[src/design/slt_pkg.sv]
package slt_pkg;

  localparam int TABLE_DEPTH = 16;
  localparam int ADDR_W      = $clog2(TABLE_DEPTH);
  localparam int CNT_W       = $clog2(TABLE_DEPTH + 1);

  localparam int KEY_W     = 16;
  localparam int AMT_W     = 16;
  localparam int QTY_W     = 24;
  localparam int LOT_CNT_W = 5;
  localparam int STATUS_W  = 3;

  localparam logic [QTY_W-1:0] QTY_MAX = {QTY_W{1'b1}};

  typedef enum logic {
    REQ_INSERT = 1'b0,
    REQ_REMOVE = 1'b1
  } req_t;

  typedef enum logic [STATUS_W-1:0] {
    STAT_MERGED    = 3'd0,
    STAT_NEW       = 3'd1,
    STAT_FULL      = 3'd2,
    STAT_DECREASED = 3'd3,
    STAT_DELETED   = 3'd4,
    STAT_NOT_FOUND = 3'd5
  } status_t;

  typedef enum logic [2:0] {
    ST_IDLE,
    ST_SEARCH,
    ST_DECIDE,
    ST_SHIFT_UP,
    ST_SHIFT_DOWN,
    ST_WRITE_NEW,
    ST_EMIT
  } slt_state_t;

  typedef struct packed {
    logic [KEY_W-1:0] key;
    logic [QTY_W-1:0] qty;
  } lot_entry_t;

  typedef struct packed {
    logic [QTY_W-1:0]     remaining;
    logic [LOT_CNT_W-1:0] lot_count;
    status_t              status;
  } result_t;

endpackage

[src/design/sorted_lot_table_unit.sv]
// Channel  Dir  Handshake             Payload
// in_      in   in_tvalid/in_tready   tuser: req_type; tdata: amount, expiry_key
// out_     out  out_tvalid/out_tready tdata: status, lot_count, remaining
//
// One item at a time: accept, key search (one RAM read per cycle), decide, entry
// moves (one per cycle), a write of the new lot for an insert that moved entries,
// then the result. The single read port of the lot RAM sets this pace.
// Synchronous active-low reset empties the table (lot count to zero); RAM contents
// are left as they are. A new item is taken while a result still waits in the
// output register; an item that finishes then holds until that register frees.
module sorted_lot_table_unit (
  input  logic        clk,
  input  logic        rst_n,
  input  logic        in_tvalid,
  output logic        in_tready,
  input  logic [31:0] in_tdata,   // [15:0] amount, [31:16] expiry_key
  input  logic [0:0]  in_tuser,   // [0] req_type
  output logic        out_tvalid,
  input  logic        out_tready,
  output logic [31:0] out_tdata   // [2:0] status, [7:3] lot_count, [31:8] remaining
);
  import slt_pkg::*;

  slt_state_t state_r, state_nxt;

  // request being worked on
  req_t             req_r, req_nxt;
  logic [AMT_W-1:0] amt_r, amt_nxt;
  logic [KEY_W-1:0] key_r, key_nxt;

  logic [CNT_W-1:0] count_r, count_nxt;  // lots held
  logic [CNT_W-1:0] idx_r, idx_nxt;      // scan / shift pointer
  logic [CNT_W-1:0] pos_r, pos_nxt;      // sorted slot of the key
  logic             hit_r, hit_nxt;
  logic [QTY_W-1:0] held_r, held_nxt;    // quantity at the hit slot

  status_t          res_status_r, res_status_nxt;
  logic [QTY_W-1:0] res_remain_r, res_remain_nxt;

  logic    out_valid_r, out_valid_nxt;
  result_t out_data_r, out_data_nxt;

  logic             ram_we;
  logic [ADDR_W-1:0] ram_waddr, ram_raddr;
  lot_entry_t       ram_wdata, ram_rdata;

  logic [QTY_W:0]   sum_full;
  logic [QTY_W-1:0] sum_sat;
  logic [QTY_W-1:0] amt_ext;
  logic             in_acc;

  assign in_tready  = (state_r == ST_IDLE);
  assign in_acc     = in_tvalid && in_tready;
  assign out_tvalid = out_valid_r;
  assign out_tdata  = out_data_r;

  assign amt_ext  = QTY_W'(amt_r);
  assign sum_full = {1'b0, held_r} + {1'b0, amt_ext};
  assign sum_sat  = sum_full[QTY_W] ? QTY_MAX : sum_full[QTY_W-1:0];

  slt_ram #(
    .WIDTH($bits(lot_entry_t)),
    .DEPTH(TABLE_DEPTH)
  ) u_lot_ram (
    .clk  (clk),
    .we   (ram_we),
    .waddr(ram_waddr),
    .wdata(ram_wdata),
    .raddr(ram_raddr),
    .rdata(ram_rdata)
  );

  always_ff @(posedge clk) begin
    if (!rst_n) begin
      state_r     <= ST_IDLE;
      count_r     <= '0;
      out_valid_r <= 1'b0;
    end else begin
      state_r     <= state_nxt;
      count_r     <= count_nxt;
      out_valid_r <= out_valid_nxt;
    end
  end

  always_ff @(posedge clk) begin
    req_r        <= req_nxt;
    amt_r        <= amt_nxt;
    key_r        <= key_nxt;
    idx_r        <= idx_nxt;
    pos_r        <= pos_nxt;
    hit_r        <= hit_nxt;
    held_r       <= held_nxt;
    res_status_r <= res_status_nxt;
    res_remain_r <= res_remain_nxt;
    out_data_r   <= out_data_nxt;
  end

  always_comb begin
    state_nxt      = state_r;
    req_nxt        = req_r;
    amt_nxt        = amt_r;
    key_nxt        = key_r;
    count_nxt      = count_r;
    idx_nxt        = idx_r;
    pos_nxt        = pos_r;
    hit_nxt        = hit_r;
    held_nxt       = held_r;
    res_status_nxt = res_status_r;
    res_remain_nxt = res_remain_r;
    out_valid_nxt  = out_valid_r;
    out_data_nxt   = out_data_r;
    ram_we         = 1'b0;
    ram_waddr      = '0;
    ram_wdata      = '0;
    ram_raddr      = '0;

    if (out_valid_r && out_tready) begin
      out_valid_nxt = 1'b0;
    end

    unique case (state_r)
      ST_IDLE: begin
        if (in_acc) begin
          req_nxt = req_t'(in_tuser[0]);
          amt_nxt = in_tdata[AMT_W-1:0];
          key_nxt = in_tdata[AMT_W +: KEY_W];
          idx_nxt = '0;
          if (count_r == '0) begin
            pos_nxt   = '0;
            hit_nxt   = 1'b0;
            state_nxt = ST_DECIDE;
          end else begin
            ram_raddr = '0;
            state_nxt = ST_SEARCH;
          end
        end
      end

      // read data belongs to entry idx_r
      ST_SEARCH: begin
        if (ram_rdata.key < key_r) begin
          if (idx_r + CNT_W'(1) == count_r) begin
            pos_nxt   = count_r;
            hit_nxt   = 1'b0;
            state_nxt = ST_DECIDE;
          end else begin
            ram_raddr = ADDR_W'(idx_r + CNT_W'(1));
            idx_nxt   = idx_r + CNT_W'(1);
          end
        end else begin
          pos_nxt   = idx_r;
          hit_nxt   = (ram_rdata.key == key_r);
          held_nxt  = ram_rdata.qty;
          state_nxt = ST_DECIDE;
        end
      end

      ST_DECIDE: begin
        if (req_r == REQ_INSERT) begin
          if (hit_r) begin
            ram_we         = 1'b1;
            ram_waddr      = ADDR_W'(pos_r);
            ram_wdata      = '{key: key_r, qty: sum_sat};
            res_status_nxt = STAT_MERGED;
            res_remain_nxt = sum_sat;
            state_nxt      = ST_EMIT;
          end else if (count_r == CNT_W'(TABLE_DEPTH)) begin
            res_status_nxt = STAT_FULL;
            res_remain_nxt = '0;
            state_nxt      = ST_EMIT;
          end else if (count_r == pos_r) begin
            ram_we         = 1'b1;
            ram_waddr      = ADDR_W'(pos_r);
            ram_wdata      = '{key: key_r, qty: amt_ext};
            count_nxt      = count_r + CNT_W'(1);
            res_status_nxt = STAT_NEW;
            res_remain_nxt = amt_ext;
            state_nxt      = ST_EMIT;
          end else begin
            // move entries pos..count-1 up by one, from the top down
            ram_raddr = ADDR_W'(count_r - CNT_W'(1));
            idx_nxt   = count_r;
            state_nxt = ST_SHIFT_UP;
          end
        end else begin
          if (!hit_r) begin
            res_status_nxt = STAT_NOT_FOUND;
            res_remain_nxt = '0;
            state_nxt      = ST_EMIT;
          end else if (amt_ext < held_r) begin
            ram_we         = 1'b1;
            ram_waddr      = ADDR_W'(pos_r);
            ram_wdata      = '{key: key_r, qty: held_r - amt_ext};
            res_status_nxt = STAT_DECREASED;
            res_remain_nxt = held_r - amt_ext;
            state_nxt      = ST_EMIT;
          end else if (pos_r + CNT_W'(1) == count_r) begin
            count_nxt      = count_r - CNT_W'(1);
            res_status_nxt = STAT_DELETED;
            res_remain_nxt = '0;
            state_nxt      = ST_EMIT;
          end else begin
            // close the gap: entries above pos move down by one
            ram_raddr = ADDR_W'(pos_r + CNT_W'(1));
            idx_nxt   = pos_r;
            state_nxt = ST_SHIFT_DOWN;
          end
        end
      end

      // write idx_r with entry idx_r-1, read of idx_r-2 overlaps
      ST_SHIFT_UP: begin
        ram_we    = 1'b1;
        ram_waddr = ADDR_W'(idx_r);
        ram_wdata = ram_rdata;
        if (idx_r - CNT_W'(1) == pos_r) begin
          state_nxt = ST_WRITE_NEW;
        end else begin
          ram_raddr = ADDR_W'(idx_r - CNT_W'(2));
          idx_nxt   = idx_r - CNT_W'(1);
        end
      end

      ST_WRITE_NEW: begin
        ram_we         = 1'b1;
        ram_waddr      = ADDR_W'(pos_r);
        ram_wdata      = '{key: key_r, qty: amt_ext};
        count_nxt      = count_r + CNT_W'(1);
        res_status_nxt = STAT_NEW;
        res_remain_nxt = amt_ext;
        state_nxt      = ST_EMIT;
      end

      // write idx_r with entry idx_r+1, read of idx_r+2 overlaps
      ST_SHIFT_DOWN: begin
        ram_we    = 1'b1;
        ram_waddr = ADDR_W'(idx_r);
        ram_wdata = ram_rdata;
        if (idx_r + CNT_W'(2) == count_r) begin
          count_nxt      = count_r - CNT_W'(1);
          res_status_nxt = STAT_DELETED;
          res_remain_nxt = '0;
          state_nxt      = ST_EMIT;
        end else begin
          ram_raddr = ADDR_W'(idx_r + CNT_W'(2));
          idx_nxt   = idx_r + CNT_W'(1);
        end
      end

      ST_EMIT: begin
        if (!out_valid_r || out_tready) begin
          out_valid_nxt          = 1'b1;
          out_data_nxt.status    = res_status_r;
          out_data_nxt.lot_count = LOT_CNT_W'(count_r);
          out_data_nxt.remaining = res_remain_r;
          state_nxt              = ST_IDLE;
        end
      end

      default: begin
        state_nxt = ST_IDLE;
      end
    endcase
  end

endmodule

[src/design/slt_ram.sv]
module slt_ram #(
  parameter int WIDTH = 8,
  parameter int DEPTH = 16
) (
  input  logic                     clk,
  input  logic                     we,
  input  logic [$clog2(DEPTH)-1:0] waddr,
  input  logic [WIDTH-1:0]         wdata,
  input  logic [$clog2(DEPTH)-1:0] raddr,
  output logic [WIDTH-1:0]         rdata
);

  logic [WIDTH-1:0] mem [DEPTH];

  always_ff @(posedge clk) begin
    if (we) begin
      mem[waddr] <= wdata;
    end
    rdata <= mem[raddr];
  end

endmodule

[config.mk]
export PLATFORM = sky130hd
export DESIGN_NAME = sorted_lot_table_unit
export DESIGN_NICKNAME = d
export VERILOG_FILES = /design/src/design/slt_pkg.sv /design/src/design/sorted_lot_table_unit.sv /design/src/design/slt_ram.sv
export SDC_FILE = /design/constraint.sdc
export NUM_CORES = 1
export LEC_CHECK = 0
export BUFFER_PORTS_ARGS = -buffer_cell sky130_fd_sc_hd__buf_2
export CORE_ASPECT_RATIO = 0.9
export CORE_MARGIN = 3
export CORE_UTILIZATION = 23
export CTS_BUF_LIST = sky130_fd_sc_hd__clkbuf_8
export DETAILED_ROUTE_END_ITERATION = 6
export PLACE_DENSITY = 0.48
export SYNTH_ARGS = -nofsm -noshare
export SYNTH_HDL_FRONTEND = slang
export SYNTH_HIERARCHICAL = 1
export SYNTH_SLANG_ARGS = --single-unit
export TNS_END_PERCENT = 100
[constraint.sdc]
create_clock -name clk -period 18.66 [get_ports clk]
set_input_delay 3.732 -clock clk [delete_from_list [all_inputs] [get_ports clk]]
set_output_delay 3.732 -clock clk [all_outputs]
set_load 0.01 [all_outputs]
==> reports/qor.yml <==
fmax_ghz: 0.1568
io_pins: 71
switching_share_pct: 35.44
grt_overflow: 0
globalRouteMet1Util_pct: 16.89
grt_usage_pct: 12.11
vias: 19606
reg2reg_slack_ns: 12.28
antenna_found_initial: 6
start_util_pct: 23.22
io_buffers: 70
syn_avg_cell_area_um2: 17.04
fin_crit_ns: 6.377
clk_latency_ns: 0.79
nets: 2262
drtIter0Drc: 1634
maxSlewHeadroom_pct: 9.059
rsz0062_at_grt: "no"
fillers: 15044
p_seq_share_pct: 41.7
cts-root-buf: "clkbuf_8"
remaining_drc_errors: 0
hp-class: "flip-flop to flip-flop"
syn-cell-area_mm2: 0.03449
syn_nets: 2119
cts.path.max_buffers: 3
drt_first_pass_iters: 5
post_cts_buffers: 0
tns_ns: 0
finalMaxSlewViolations: 0
grt_max_degree: 130
tritoncts: "yes"
synth_seq_area_share_pct: 69.63
die_x_um: 414.2
die_h_um: 373.4
ys_types: 76
clock-sinks: 816
worst_setup_path_start_kind: "flip-flop"
finalNonFillerCells: 4250
wl_per_cell_um: 22.43
synth_edf_count: 767
dpl.cell_count: 4000
yosys_warnings: 6
rows: 134
fin_skew_ns: 0.03560
status: "finished clean"
ant_nets: 0
power.internal_mw: 3.994
ctsHtreeMaxLevel: 4
fin_util_pct: 26.78
placed_area_mm2: 0.03723
use_met2_pct: 18.59
max-cap-violations: 0
tightest_slew_ns: 1.364
crit_fanout: 66
netlist_instances: 2024
whs_path_depth: 0
synthArstFlopShare_pct: 0
busiest_layer: "met2"
grt_pass1_vias: 19821
dp_slack_ns: 12.39
finalHoldViolCount: 0
ys_seq_elements: 816
setup_violations: 0
path_clk_slew_ns: 0.06
place.gp.congestion: 0.8518
powerDensity_mw_per_mm2: 155.5
critPathRequiredTime_ns: 19.31
total_power_mw: 6.187
worstRegToRegCells: 14
p_sw_mw: 2.193
area_growth_pct: 15.35
finalCritPeriodShare_pct: 34.17
p_comb_share_pct: 34.4
synth-main-ff-cell: "edfxtp_1"
core_area_mm2: 0.1485
wl_um: 95330
grt_pass1_wl_um: 138800
grtUsageMet3_pct: 2.715
final_area_mm2: 0.03978
cts_resized: 0
cts_hold_buf: 0
drive_gt1_share_pct: 19.21
ir_drop_uv: 146.3
p_clk_share_pct: 23.8
crit_arrival_ns: 7.02
vias_per_cell: 4.613
p_leak_nw: 13.22
cp-end-kind: "flip-flop"
cts_buffers: 137
worstSetupPathType: "flip-flop to flip-flop"
dp_hpwl_um: 52710
setup_slack_ns: 12.28
dieArea_mm2: 0.1546
timing.hold.ws_ns: 0.4162
-- power groups by stage --
| stage | logic (mW) | registers [mW] | clock network, mW |
|---|---|---|---|
| 3_3_place_gp | 2.11 | 2.61 | 0 |
| 4_1_cts | 2.14 | 2.58 | 1.53 |
| 3_5_place_dp | 2.14 | 2.62 | 0 |
| 6_report | 2.13 | 2.58 | 1.48 |
| 2_1_floorplan | 1.57 | 2.51 | 0 |
| 5_1_grt | 2.32 | 2.60 | 1.62 |
-- cell families after synthesis --
| group | Yosys count | share of synthesized area [%] |
|---|---|---|
| flops | 816 | 69.63 |
| compound gates | 400 | 8.130 |
| simple gates | 357 | 4.832 |
| mux | 176 | 11.58 |
| buf+inv | 171 | 2.514 |
| fa+ha+maj | 58 | 2.148 |
| xor+xnor | 46 | 1.168 |
-- layout by cell type, fill, tap and decap left out, types with 9 or more instances in the layout --
| master | netlist | final |
|---|---|---|
| a211oi_1 | 14 | 14 |
| a21o_1 | 24 | 24 |
| a21oi_1 | 70 | 69 |
| a221o_1 | 11 | 10 |
| a22o_1 | 31 | 31 |
| a22oi_1 | 88 | 88 |
| a31oi_1 | 14 | 13 |
| buf_2 | 25 | 70 |
| buf_4 | 0 | 51 |
| clkbuf_8 | 0 | 145 |
| clkinv_1 | 1 | 29 |
| clkinv_2 | 0 | 10 |
| dfxtp_1 | 49 | 49 |
| edfxtp_1 | 767 | 767 |
| ha_1 | 56 | 56 |
| inv_1 | 52 | 103 |
| mux2i_1 | 12 | 12 |
| mux4_1 | 60 | 60 |
| mux4_2 | 100 | 100 |
| nand2_1 | 131 | 130 |
| nand2b_1 | 17 | 17 |
| nand3_1 | 23 | 23 |
| nor2_1 | 93 | 80 |
| nor2_4 | 0 | 13 |
| nor2b_1 | 20 | 17 |
| nor3_1 | 15 | 11 |
| o21ai_0 | 56 | 56 |
| o221ai_1 | 11 | 10 |
| o22ai_1 | 9 | 9 |
| xnor2_1 | 29 | 29 |
| xor2_1 | 17 | 17 |
-- path summary, 6_finish.rpt --
check	startpoint	to
worst max-delay path	key_r[1]$_DFFE_PP_	u_lot_ram/rdata[9]$_DFF_P_
worst min-delay path	res_remain_r[2]$_DFFE_PP_	out_tdata[10]$_DFFE_PP_
worst max register to register	key_r[1]$_DFFE_PP_	u_lot_ram/rdata[9]$_DFF_P_
worst min register to register	res_remain_r[2]$_DFFE_PP_	out_tdata[10]$_DFFE_PP_
-- state kept, by name, indices dropped and copies added (netlist names), 5 cells and up --
register and count:
count_r 5, pos_r 5, u_lot_ram/mem 640, res_remain_r 24, u_lot_ram/rdata 40, held_r 24
amt_r 16, idx_r 5, key_r 16, out_tdata 32
-- metal layers --
| metal | share of wire (%) | vias up |
|---|---|---|
| li1 | - | 8487 |
| met1 | 46 | 10246 |
| met2 | 45 | 700 |
| met3 | 6.5 | 173 |
| met4 | 2.5 | 0 |
| met5 | 0 | - |
-- cells in the mapped netlist, drive strengths merged, types with 23 or more instances --
| master | n | area share (%) |
|---|---|---|
| xnor2 | 29 | 0.74 |
| ha | 56 | 2.0 |
| a21o | 25 | 0.55 |
| nand2 | 131 | 1.4 |
| clkbuf | 77 | 0.84 |
| inv | 52 | 0.57 |
| a21oi | 71 | 1.0 |
| a22oi | 88 | 1.9 |
| nor2 | 93 | 1.0 |
| dfxtp | 49 | 2.8 |
| buf | 41 | 1.1 |
| edfxtp | 767 | 67 |
| a22o | 31 | 0.79 |
| o21ai | 59 | 0.87 |
| mux4 | 160 | 11 |
| nand3 | 23 | 0.33 |
-- critical path: stages, from the launching register on --
cell	delay (ns)
edfxtp_1	0.39
inv_1	0.07
ha_1	0.23
nor2b_1	0.13
o21a_1	0.16
o21a_1	0.16
o21ai_0	0.99
o2111ai_1	0.45
nor2_1	0.47
a221o_4	0.59
buf_4	0.88
buf_4	0.87
mux4_2	0.42
a22oi_1	0.21
nand2_1	0.07
-- area by class of cell --
cell class,count,area (µm²),area share (%)
antenna,3,7.507,0.01887
clock buffer,145,1996,5.016
clock inverter,102,533.0,1.340
inverter,53,198.9,0.5001
multi-input combinational,1037,9814,24.67
sequential,816,24010,60.36
tap,1972,2467,6.202
timing repair buffer,122,753.2,1.893
Note: power is estimated with default switching activity, not from simulation.
